### config.mk
export PLATFORM = sky130hd
export DESIGN_NAME = button_debounce_click_classifier
export DESIGN_NICKNAME = d
export VERILOG_FILES = /design/src/bdcc_pkg.sv /design/src/bdcc_lane.sv /design/src/bdcc_merge.sv /design/src/button_debounce_click_classifier.sv
export SDC_FILE = /design/constraint.sdc
export NUM_CORES = 2
export LEC_CHECK = 0
export BUFFER_PORTS_ARGS = -buffer_cell sky130_fd_sc_hd__buf_2
export CAP_MARGIN = 0
export CORE_MARGIN = 10
export CORE_UTILIZATION = 60
export DETAILED_ROUTE_END_ITERATION = 12
export MAX_ROUTING_LAYER = met4
export PLACE_DENSITY = 0.77
export SKIP_LAST_GASP = 1
export SYNTH_ARGS = -nofsm -noshare
export SYNTH_HDL_FRONTEND = slang
export SYNTH_SLANG_ARGS = --single-unit
### constraint.sdc
create_clock -name aclk -period 7.96 [get_ports aclk]
set_input_delay 1.194 -clock aclk [delete_from_list [all_inputs] [get_ports aclk]]
set_output_delay 1.194 -clock aclk [all_outputs]
set_load 0.01 [all_outputs]
### src/bdcc_pkg.sv
// Shared types and constants for the button debounce and click classifier.
package bdcc_pkg;

    localparam int unsigned TIME_W = 32;
    localparam int unsigned CFG_W  = 16;
    localparam int unsigned CNT_W  = 4;
    localparam int unsigned PIN_W  = 8;
    localparam int unsigned ID_W   = 3;
    localparam int unsigned ACT_W  = 2;
    localparam int unsigned IDX_W  = 2;

    localparam logic [IDX_W-1:0] REG_DEBOUNCE = 2'd0;
    localparam logic [IDX_W-1:0] REG_MIN_HOLD = 2'd1;
    localparam logic [IDX_W-1:0] REG_BUTTONS  = 2'd2;

    localparam logic FUNC_SAMPLE = 1'b0;
    localparam logic FUNC_CLEAR  = 1'b1;

    localparam logic [ACT_W-1:0] ACT_NONE  = 2'd0;
    localparam logic [ACT_W-1:0] ACT_SHORT = 2'd1;
    localparam logic [ACT_W-1:0] ACT_LONG  = 2'd2;

    localparam logic [CFG_W-1:0] DEBOUNCE_RST = 16'd50;
    localparam logic [CFG_W-1:0] MIN_HOLD_RST = 16'd1000;

    typedef struct packed {
        logic sample;
        logic clear_act;
        logic wipe;
    } lane_ctrl_t;

    typedef struct packed {
        logic             level;
        logic [ACT_W-1:0] action;
    } lane_stat_t;

endpackage

### src/bdcc_lane.sv
// One button lane: raw edge timing, debounced level and click latch.
module bdcc_lane (
    input  logic                             aclk,
    input  logic                             aresetn,
    input  bdcc_pkg::lane_ctrl_t             ctrl,
    input  logic                             pin,
    input  logic [bdcc_pkg::TIME_W-1:0]      now_ms,
    input  logic [bdcc_pkg::CFG_W-1:0]       debounce_ms,
    input  logic [bdcc_pkg::CFG_W-1:0]       min_hold_ms,
    output bdcc_pkg::lane_stat_t             stat
);

    logic                           raw_prev_reg, raw_prev_next;
    logic [bdcc_pkg::TIME_W-1:0]    raw_time_reg, raw_time_next;
    logic                           level_reg, level_next;
    logic [bdcc_pkg::TIME_W-1:0]    off_time_reg, off_time_next;
    logic [bdcc_pkg::ACT_W-1:0]     action_reg, action_next;

    logic                           changed;
    logic                           flip;
    logic                           is_long;
    logic [bdcc_pkg::TIME_W-1:0]    since_raw;
    logic [bdcc_pkg::TIME_W-1:0]    held;

    always_comb begin
        changed   = (pin != raw_prev_reg);
        since_raw = now_ms - raw_time_reg;
        held      = now_ms - off_time_reg;
        // a sample that carries a fresh raw edge can never settle the level
        flip      = !changed
                    && (since_raw > bdcc_pkg::TIME_W'(debounce_ms))
                    && (pin != level_reg);
        is_long   = (held >= bdcc_pkg::TIME_W'(min_hold_ms));

        raw_prev_next = raw_prev_reg;
        raw_time_next = raw_time_reg;
        level_next    = level_reg;
        off_time_next = off_time_reg;
        action_next   = action_reg;

        if (ctrl.sample) begin
            raw_prev_next = pin;
            if (changed) begin
                raw_time_next = now_ms;
            end
            if (flip) begin
                level_next    = pin;
                off_time_next = now_ms;
                if (pin) begin
                    action_next = is_long ? bdcc_pkg::ACT_LONG : bdcc_pkg::ACT_SHORT;
                end
            end
        end
        if (ctrl.clear_act) begin
            action_next = bdcc_pkg::ACT_NONE;
        end

        stat.level  = level_next;
        stat.action = action_next;
    end

    always_ff @(posedge aclk) begin
        if (!aresetn || ctrl.wipe) begin
            raw_prev_reg <= 1'b1;
            raw_time_reg <= '0;
            level_reg    <= 1'b1;
            off_time_reg <= '0;
            action_reg   <= bdcc_pkg::ACT_NONE;
        end else begin
            raw_prev_reg <= raw_prev_next;
            raw_time_reg <= raw_time_next;
            level_reg    <= level_next;
            off_time_reg <= off_time_next;
            action_reg   <= action_next;
        end
    end

endmodule

### src/bdcc_merge.sv
// Merges the lane states into one result and holds it in the output register.
module bdcc_merge #(
    parameter int unsigned NBUTTONS = 8
) (
    input  logic                                 aclk,
    input  logic                                 aresetn,
    input  logic                                 load,
    input  logic                                 out_ready,
    input  bdcc_pkg::lane_stat_t [NBUTTONS-1:0]  stat,
    output logic                                 in_ready,
    output logic                                 out_valid,
    output logic [2*bdcc_pkg::PIN_W-1:0]         out_actions,
    output logic [bdcc_pkg::PIN_W-1:0]           out_levels
);

    logic [2*bdcc_pkg::PIN_W-1:0] pack_act;
    logic [bdcc_pkg::PIN_W-1:0]   pack_lvl;

    logic                         valid_reg, valid_next;
    logic [2*bdcc_pkg::PIN_W-1:0] actions_reg;
    logic [bdcc_pkg::PIN_W-1:0]   levels_reg;

    genvar g;
    generate
        for (g = 0; g < bdcc_pkg::PIN_W; g++) begin : g_pack
            if (g < NBUTTONS) begin : g_shown
                assign pack_act[2*g +: 2] = stat[g].action;
                assign pack_lvl[g]        = stat[g].level;
            end else begin : g_absent
                assign pack_act[2*g +: 2] = bdcc_pkg::ACT_NONE;
                assign pack_lvl[g]        = 1'b0;
            end
        end
    endgenerate

    assign in_ready = !valid_reg || out_ready;

    always_comb begin
        valid_next = valid_reg;
        if (load) begin
            valid_next = 1'b1;
        end else if (out_ready) begin
            valid_next = 1'b0;
        end
    end

    always_ff @(posedge aclk) begin
        if (!aresetn) begin
            valid_reg <= 1'b0;
        end else begin
            valid_reg <= valid_next;
        end
    end

    always_ff @(posedge aclk) begin
        if (load) begin
            actions_reg <= pack_act;
            levels_reg  <= pack_lvl;
        end
    end

    assign out_valid   = valid_reg;
    assign out_actions = actions_reg;
    assign out_levels  = levels_reg;

endmodule

### src/button_debounce_click_classifier.sv
// Top level: configuration registers, lane array and result merge.
//
//  channel   direction  handshake          contents
//  s_*       in         s_valid/s_ready    func, now_ms, pin_levels, button_id
//  m_*       out        m_valid/m_ready    actions, debounced_levels
//  cfg_*     in         cfg_we             cfg_idx, cfg_wdata
//
//  One request per cycle while m_ready drains the held result; every request gives its result in the next cycle.
//  All active lanes update in parallel within the accepting cycle; the output
//  register holds the merged result.
//  A request is taken while the held result leaves in the same cycle.
//  Synchronous active-low reset; no clearing sweep after reset.
module button_debounce_click_classifier #(
    parameter int unsigned NBUTTONS = 8
) (
    input  logic                             aclk,
    input  logic                             aresetn,
    input  logic                             cfg_we,
    input  logic [bdcc_pkg::IDX_W-1:0]       cfg_idx,
    input  logic [bdcc_pkg::CFG_W-1:0]       cfg_wdata,
    input  logic                             s_valid,
    output logic                             s_ready,
    input  logic                             s_func,
    input  logic [bdcc_pkg::TIME_W-1:0]      s_now_ms,
    input  logic [bdcc_pkg::PIN_W-1:0]       s_pin_levels,
    input  logic [bdcc_pkg::ID_W-1:0]        s_button_id,
    output logic                             m_valid,
    input  logic                             m_ready,
    output logic [2*bdcc_pkg::PIN_W-1:0]     m_actions,
    output logic [bdcc_pkg::PIN_W-1:0]       m_debounced_levels
);

    localparam int unsigned NCW  = $clog2(NBUTTONS + 1);
    localparam int unsigned CMPW = (NCW > bdcc_pkg::CNT_W) ? NCW : bdcc_pkg::CNT_W;

    logic [bdcc_pkg::CFG_W-1:0] debounce_reg, debounce_next;
    logic [bdcc_pkg::CFG_W-1:0] min_hold_reg, min_hold_next;
    logic [bdcc_pkg::CNT_W-1:0] buttons_reg, buttons_next;

    logic            accept;
    logic            cnt_write;
    logic [CMPW-1:0] n_active;
    logic [CMPW-1:0] n_new;
    logic [CMPW-1:0] cnt_cur;
    logic [CMPW-1:0] cnt_new;

    bdcc_pkg::lane_ctrl_t [NBUTTONS-1:0] lane_ctrl;
    bdcc_pkg::lane_stat_t [NBUTTONS-1:0] lane_stat;

    always_comb begin
        debounce_next = debounce_reg;
        min_hold_next = min_hold_reg;
        buttons_next  = buttons_reg;
        if (cfg_we) begin
            case (cfg_idx)
                bdcc_pkg::REG_DEBOUNCE: debounce_next = cfg_wdata;
                bdcc_pkg::REG_MIN_HOLD: min_hold_next = cfg_wdata;
                bdcc_pkg::REG_BUTTONS:  buttons_next  = cfg_wdata[bdcc_pkg::CNT_W-1:0];
                default: ;
            endcase
        end
    end

    always_ff @(posedge aclk) begin
        if (!aresetn) begin
            debounce_reg <= bdcc_pkg::DEBOUNCE_RST;
            min_hold_reg <= bdcc_pkg::MIN_HOLD_RST;
            buttons_reg  <= '0;
        end else begin
            debounce_reg <= debounce_next;
            min_hold_reg <= min_hold_next;
            buttons_reg  <= buttons_next;
        end
    end

    // lane count saturates at NBUTTONS
    assign cnt_cur   = CMPW'(buttons_reg);
    assign cnt_new   = CMPW'(cfg_wdata[bdcc_pkg::CNT_W-1:0]);
    assign n_active  = (cnt_cur > CMPW'(NBUTTONS)) ? CMPW'(NBUTTONS) : cnt_cur;
    assign n_new     = (cnt_new > CMPW'(NBUTTONS)) ? CMPW'(NBUTTONS) : cnt_new;
    assign cnt_write = cfg_we && (cfg_idx == bdcc_pkg::REG_BUTTONS);
    assign accept    = s_valid && s_ready;

    genvar g;
    generate
        for (g = 0; g < NBUTTONS; g++) begin : g_lane
            logic lane_pin;

            if (g < bdcc_pkg::PIN_W) begin : g_pin
                assign lane_pin = s_pin_levels[g];
            end else begin : g_nopin
                assign lane_pin = 1'b1;
            end

            assign lane_ctrl[g].sample    = accept && (s_func == bdcc_pkg::FUNC_SAMPLE)
                                            && (CMPW'(g) < n_active);
            assign lane_ctrl[g].clear_act = accept && (s_func == bdcc_pkg::FUNC_CLEAR)
                                            && (CMPW'(s_button_id) == CMPW'(g));
            assign lane_ctrl[g].wipe      = cnt_write && (CMPW'(g) >= n_new);

            bdcc_lane u_lane (
                .aclk        (aclk),
                .aresetn     (aresetn),
                .ctrl        (lane_ctrl[g]),
                .pin         (lane_pin),
                .now_ms      (s_now_ms),
                .debounce_ms (debounce_reg),
                .min_hold_ms (min_hold_reg),
                .stat        (lane_stat[g])
            );
        end
    endgenerate

    bdcc_merge #(
        .NBUTTONS (NBUTTONS)
    ) u_merge (
        .aclk        (aclk),
        .aresetn     (aresetn),
        .load        (accept),
        .out_ready   (m_ready),
        .stat        (lane_stat),
        .in_ready    (s_ready),
        .out_valid   (m_valid),
        .out_actions (m_actions),
        .out_levels  (m_debounced_levels)
    );

`ifndef SYNTHESIS
    a_result_follows: assert property (@(posedge aclk) disable iff (!aresetn)
        accept |=> m_valid)
        else $error("accepted request produced no result");

    a_no_take_when_full: assert property (@(posedge aclk) disable iff (!aresetn)
        (m_valid && !m_ready) |-> !s_ready)
        else $error("request taken while result stalled");

    a_action_code: assert property (@(posedge aclk) disable iff (!aresetn)
        m_valid |-> ((m_actions & (m_actions >> 1) & 16'h5555) == 16'h0000))
        else $error("undefined click code");

    a_clear_done: assert property (@(posedge aclk) disable iff (!aresetn)
        (accept && (s_func == bdcc_pkg::FUNC_CLEAR))
        |=> (((m_actions >> (2 * $past(s_button_id))) & 16'h0003) == 16'h0000))
        else $error("cleared action still shown");
`endif

endmodule

Word level (Yosys, flattened, before mapping) --
Index checks and enable logic that the tools add are counted.
Storage, ports and cells: register bits 605, input bits 67, output and inout port bits 26, logic and storage cells 267
Cells by class: $add $sub $neg 16, order comparisons 34, equality and inequality tests 25, mux-type cells 60, bitwise gates (word level) 1, reductions and logical operators 85
Operators with widths (count):
- $sub 32x32->32 | 16
- $ge 32x16->1 | 8
- $gt 32x16->1 | 8
- $mux 2 | 40
- $logic_and 1x1->1 | 44
- $reduce_and 2->1 | 19
- $mux 1 | 18
- $ge 3x4->1 const A | 4
- $lt 3x4->1 const A | 4
- $ne 1x1->1 | 16
- $eq 3x3->1 const B | 4
- $logic_not 1->1 | 10
- $logic_or 1x1->1 | 9
- $ge 1x4->1 const A | 2
- $ge 2x4->1 const A | 2
- $gt 4x4->1 const B | 2
- $lt 1x4->1 const A | 2
- $lt 2x4->1 const A | 2
- $mux 4 | 2
- $eq 3x2->1 const B | 2
- $eq 3x1->1 const B | 1
- $logic_not 3->1 | 1
- $eq 2x1->1 const B | 1
- $eq 2x2->1 const B | 1
- other kinds (3) | 3

Logic depth before layout (Yosys ltp) --
depth after elaboration 7, depth in mapped cells 27, gate-level depth less buffers 23

By module --
From an unflattened synthesis, not the netlist that was laid out.
Unflattened totals: cell total of the unflattened synthesis 8208, area, all modules 60551.8 um^2
Modules (own cells, without submodules):
- bdcc_lane (g_lane[1].u_lane ...) | times used 5, cells each 963, area each 7126.8 um^2, seq. area each 1361.3 um^2
- bdcc_lane (g_lane[7].u_lane) | times used 1, cells each 1069, area each 7662.3 um^2, seq. area each 1361.3 um^2
- bdcc_lane (g_lane[2].u_lane) | times used 1, cells each 1066, area each 7445.9 um^2, seq. area each 1361.3 um^2
- bdcc_lane (g_lane[0].u_lane) | times used 1, cells each 1041, area each 7318.3 um^2, seq. area each 1361.3 um^2
- button_debounce_click_classifier | times used 1, cells each 189, area each 1721.7 um^2, seq. area each 720.7 um^2
- bdcc_merge | times used 1, cells each 28, area each 769.5 um^2, seq. area each 740.7 um^2

Worst setup path before layout --
OpenSTA, ideal clock, no wires.
path kind input-to-reg, from input s_now_ms[0] (netlist name), to register u_merge.actions_reg (netlist bit u_merge.out_actions[7]), data pin, library setup time 0.268 ns, data arrival time 6.600 ns, data required time 7.692 ns, setup slack 1.092 ns, stages on the path 26, path buffers 3, path through clkbuf_1 > clkbuf_1 > inv_1 > ha_1 > fa_1 > nor2b_4 > o211ai_2 > a31oi_4 > a41oi_4 > o21ai_2 > nand3_1 > nand2_1 > xor2_1 > ha_1 > nand4_1 > nor2_1 > a221o_1 > o31ai_1 > o41ai_1 > nor4_1 > o2111ai_1 > or4b_4 > or3b_1 > buf_2 > a31oi_1 > nor3_1
Between the ends: cells in the longest elaborated chain, start to end 7, elaborated cells between the ends (all ways) 11, those cells by class add/sub: 2; order compare: 2; mux: 5; reduce/logical: 2
RTL lines:
- from (decl) | line button_debounce_click_classifier.sv:24 | input logic [bdcc_pkg::TIME_W-1:0] s_now_ms,
- $sub 32x32->32 (on tied branches) | line bdcc_lane.sv:28, bdcc_lane.sv:27
- $ge 32x16->1 or $gt 32x16->1 (tied branches) | line bdcc_lane.sv:33, bdcc_lane.sv:31
- $mux 2 or $logic_and 1x1->1 (tied branches) | line bdcc_lane.sv:50, bdcc_lane.sv:31
- $mux 2 or $logic_and 1x1->1 (tied branches) | line bdcc_lane.sv:49, bdcc_lane.sv:32
- $mux 2 * | line bdcc_lane.sv:46 | if (flip) begin
- $mux 2 * | line bdcc_lane.sv:41 | if (ctrl.sample) begin
- $mux 2 * | line bdcc_lane.sv:54 | if (ctrl.clear_act) begin
- via g_lane[3].u_lane.action_next (one bit) | line bdcc_lane.sv:17 | logic [bdcc_pkg::ACT_W-1:0] action_reg, action_next;
- to (signal assigned) | line bdcc_merge.sv:57 | actions_reg <= pack_act;
- to (decl) | line bdcc_merge.sv:20 | logic [2*bdcc_pkg::PIN_W-1:0] actions_reg;
The timed path passes the listed nets; every way through them passes the cells marked *. A chain may end at the register's enable or synchronous reset.

Worst setup path after layout --
from input s_now_ms[0] (netlist name), to register g_lane[7].u_lane.off_time_reg[28] (netlist name)
Between the ends: cells in the longest elaborated chain, start to end 5
RTL lines:
- $sub 32x32->32 | line bdcc_lane.sv:27 | since_raw = now_ms - raw_time_reg;
- $gt 32x16->1 | line bdcc_lane.sv:31 | && (since_raw > bdcc_pkg::TIME_W'(debounce_ms))
- $logic_and 1x1->1 | line bdcc_lane.sv:31
- $logic_and 1x1->1 | line bdcc_lane.sv:32 | && (pin != level_reg);
- $reduce_and 2->1 (no line)
- to (signal assigned) | line bdcc_lane.sv:73 | off_time_reg <= off_time_next;
- to (decl) | line bdcc_lane.sv:16 | logic [bdcc_pkg::TIME_W-1:0] off_time_reg, off_time_next;
Every way passes these cells.

==> summary.txt <==
Outcome
  • Outcome: completed

Global routing
  • Total gr overflow: 0
  • GRT Overall Usage: 37.8%
  • Initial antenna violation count: 14
  • Pin count of the biggest net entering global routing: 69
  • Vias in the first global route: 56,255
  • Wire length of the first global-routing pass: 325,000 um

STA
  • Final Cycle Share: 86.1%
  • Post-Route Setup TNS: 0 ps
  • Final max-slew violation count: 0
  • Fmax: 146 MHz
  • Post-route clock skew: 23.3 ps
  • RSZ-0062 raised after global routing: false
  • Worst slew margin: 14.0%
  • Hold WS: 452 ps
  • Final min period: 6850 ps
  • Final hold viol count: 0
  • Final setup fails: 0
  • Measured slew at the worst slew-check pin: 1290 ps

Logic synthesis
  • Syn_nets: 8,951
  • Post-Synthesis Cell Area: 0.0592 mm^2
  • Warning count from the yosys run: 0
  • Mean Syn Cell Area: 7.29 um^2
  • #FFs+latches synth: 605
  • Post-synth EDFFs: 24
  • Ys async rst share: 0%
  • Seq/Total Area, Yosys: 20.9%
  • Mapped Cells: 8,116
  • Synth cell types: 106
  • Primary FF master, synth: dfxtp_1

Clock tree
  • TritonCTS clock tree: built
  • CTS Buffer Depth: 3
  • Clk sink count: 605
  • H-Tree Depth: 3
  • PostCTS Resize Cnt: 0
  • Post-CTS Setup Repair Bufs: 0
  • Hold-fix buffers at CTS: 0
  • Worst skew pair latency: 670 ps
  • CTS buffer count: 74
  • Worst-path clk slew: 60 ps
  • CTS root buf: clkbuf_16

Placed design
  • Input/output buffers: 92
  • Post-DP Area: 0.0610 mm^2
  • Gpl congestion: 1.03
  • Post-detail-place hpwl: 159,000 um
  • Placed cell count: 9,250

Floorplan
  • # rows: 115
  • Total die area: 0.112 mm^2
  • Die X: 334 um
  • Top Ports: 93
  • Starting Density: 60.3%
  • Die height: 334 um
  • Core area: 0.0981 mm^2

Worst setup path
  • Crit path arrival time: 7430 ps
  • WS Path Type: primary input to flop
  • CP Capture Type: flop
  • Startpoint types: primary input
  • Reg2Reg Depth: 20
  • Crit-path max FO: 32
  • Worst EP required: 8540 ps

Routing
  • WL final: 215,000 um
  • Number of iterations in the first detailed-routing pass: 7
  • Vias/cell: 6.52
  • Wire per inst: 22.9 um
  • Antenna viol nets, final: 0
  • DR iter-0 viols: 6,133
  • Remaining routing DRC violations: 0
  • Via count: 61,275

Cells and area
  • Share of layout cells above drive strength 1: 5.56%
  • Register area: 0.0124 mm^2
  • Area of the multi-input gates: 0.0429 mm^2
  • Fillers: 8,977
  • Post-route cell area: 0.0636 mm^2
  • Final std cells w/o fill: 9,400
  • Area growth from synthesis to layout: 7.41%
  • Layout Nets: 8,874

Pwr
  • Leakage: 24.3 nW
  • PD cells: 152 mW/mm^2
  • Max VDD drop: 0.000173 V

Run
  • Total of max-cap violations: 0

Worst hold path
  • Worst hold stages: 2
  • Hold WC Path Type: flop to flop
[synthesized netlist by cell type (76+ instances only)]
library cell	number	area, um^2
o21ai_0	450	2250
o211ai_1	94	706
clkbuf_1	331	1240
dfxtp_1	581	11600
xnor2_1	200	1750
nand4_1	172	1080
a21oi_1	967	4840
a211oi_1	90	676
nor3_1	126	631
o21a_1	100	751
mux2i_1	169	1690
nor2b_1	76	475
nor2_1	505	1900
a21o_1	231	1730
xor2_1	141	1230
ha_1	752	9410
inv_1	666	2500
nand2_1	1067	4010
nand3_1	280	1400
[worst max-delay path, cell delays in order]
cell      delay [ps]
buf_2             90
inv_1            200
ha_1             320
fa_1             420
nand2b_1         200
a21oi_1          210
o21ai_0          170
a22oi_1          480
a31oi_1          200
xnor2_1          170
ha_1             290
and3_1           190
a221o_1          350
a221oi_1         280
nand2_1           80
o22ai_1          250
o211ai_1         150
or3_1            380
nor4_1           560
a21o_1           830
o21ai_0          210
a21oi_1          180
[final timing paths]
kind	from	endpoint	slack (ps)
worst min register to register	g_lane[4].u_lane.raw_time_reg[25]$_SDFFE_PP0P_	g_lane[4].u_lane.raw_time_reg[25]$_SDFFE_PP0P_	450
worst max-delay path	s_now_ms[0]	g_lane[7].u_lane.off_time_reg[28]$_SDFFE_PP0P_	1110
worst max register to register	g_lane[7].u_lane.raw_time_reg[0]$_SDFFE_PP0P_	g_lane[7].u_lane.off_time_reg[28]$_SDFFE_PP0P_	1730
worst min-delay path	g_lane[4].u_lane.raw_time_reg[25]$_SDFFE_PP0P_	g_lane[4].u_lane.raw_time_reg[25]$_SDFFE_PP0P_	450
[cell usage in the layout, fill, tap and decap left out, types with 25 or more instances in the layout]
master	n
nand2_1	1067
a21oi_1	963
ha_1	752
inv_1	666
dfxtp_1	581
nor2_1	504
o21ai_0	447
nand3_1	280
a21o_1	231
xnor2_1	200
nand4_1	172
mux2i_1	169
xor2_1	141
buf_4	134
nor3_1	126
o21a_1	99
o211ai_1	94
buf_2	92
a211oi_1	90
clkbuf_16	79
nor2b_1	74
o31ai_1	69
nand2b_1	64
a31oi_1	64
and3_1	58
nor4_1	57
o21bai_1	55
and2_1	53
a21boi_0	43
or3_1	35
a2111oi_0	33
a211o_1	30
o22ai_1	27
o2111ai_1	26
and4_1	25
[routing by layer]
layer / up-vias / part of all wire, % / global-route usage [%]
met1: 28916 / 42 / 48.7
met4: 0 / 5.8 / 18.4
met5: - / 0 / -
met3: 560 / 10 / 7.47
met2: 2763 / 42 / 56.0
li1: 29036 / - / -
[area by class of cell]
cell class,count,area share (%)
antenna,14,0.0551
clock buffer,109,3.54
clock inverter,27,0.549
inverter,666,3.93
multi-input combinational,6459,67.4
sequential,605,19.4
tap,1287,2.53
timing repair buffer,233,2.53
[kinds of logic (layout without fill, tap and decap cells)]
kind of cell | after synthesis | count (layout) | share of synthesized area (%)
compound gates | 2536 | 2536 | 27.0
xor+xnor | 341 | 341 | 5.05
fa+ha+maj | 768 | 768 | 16.4
buf+inv | 1052 | 1035 | 6.84
flops | 605 | 605 | 20.9
mux | 179 | 179 | 3.05
other cells | 0 | 14 | 0
simple gates | 2635 | 2635 | 20.8
[stage by stage]
step	power [mW]	utilization (%)	setup slack, ps
floorplan	5.13	-	1090
global placement	5.92	62.1	740
detailed placement	5.97	62.1	589
CTS	9.62	64.8	1280
global route	10.1	64.8	671
finish	9.68	64.8	1110
[power breakdown]
part | internal (mW) | switching (mW) | total [mW]
registers | 3.09 | 0.0288 | 3.12
logic | 1.05 | 1.83 | 2.88
clock network | 2.22 | 1.46 | 3.68
total | 6.36 | 3.32 | 9.68
No activity file was read; power rests on OpenSTA's default activity.
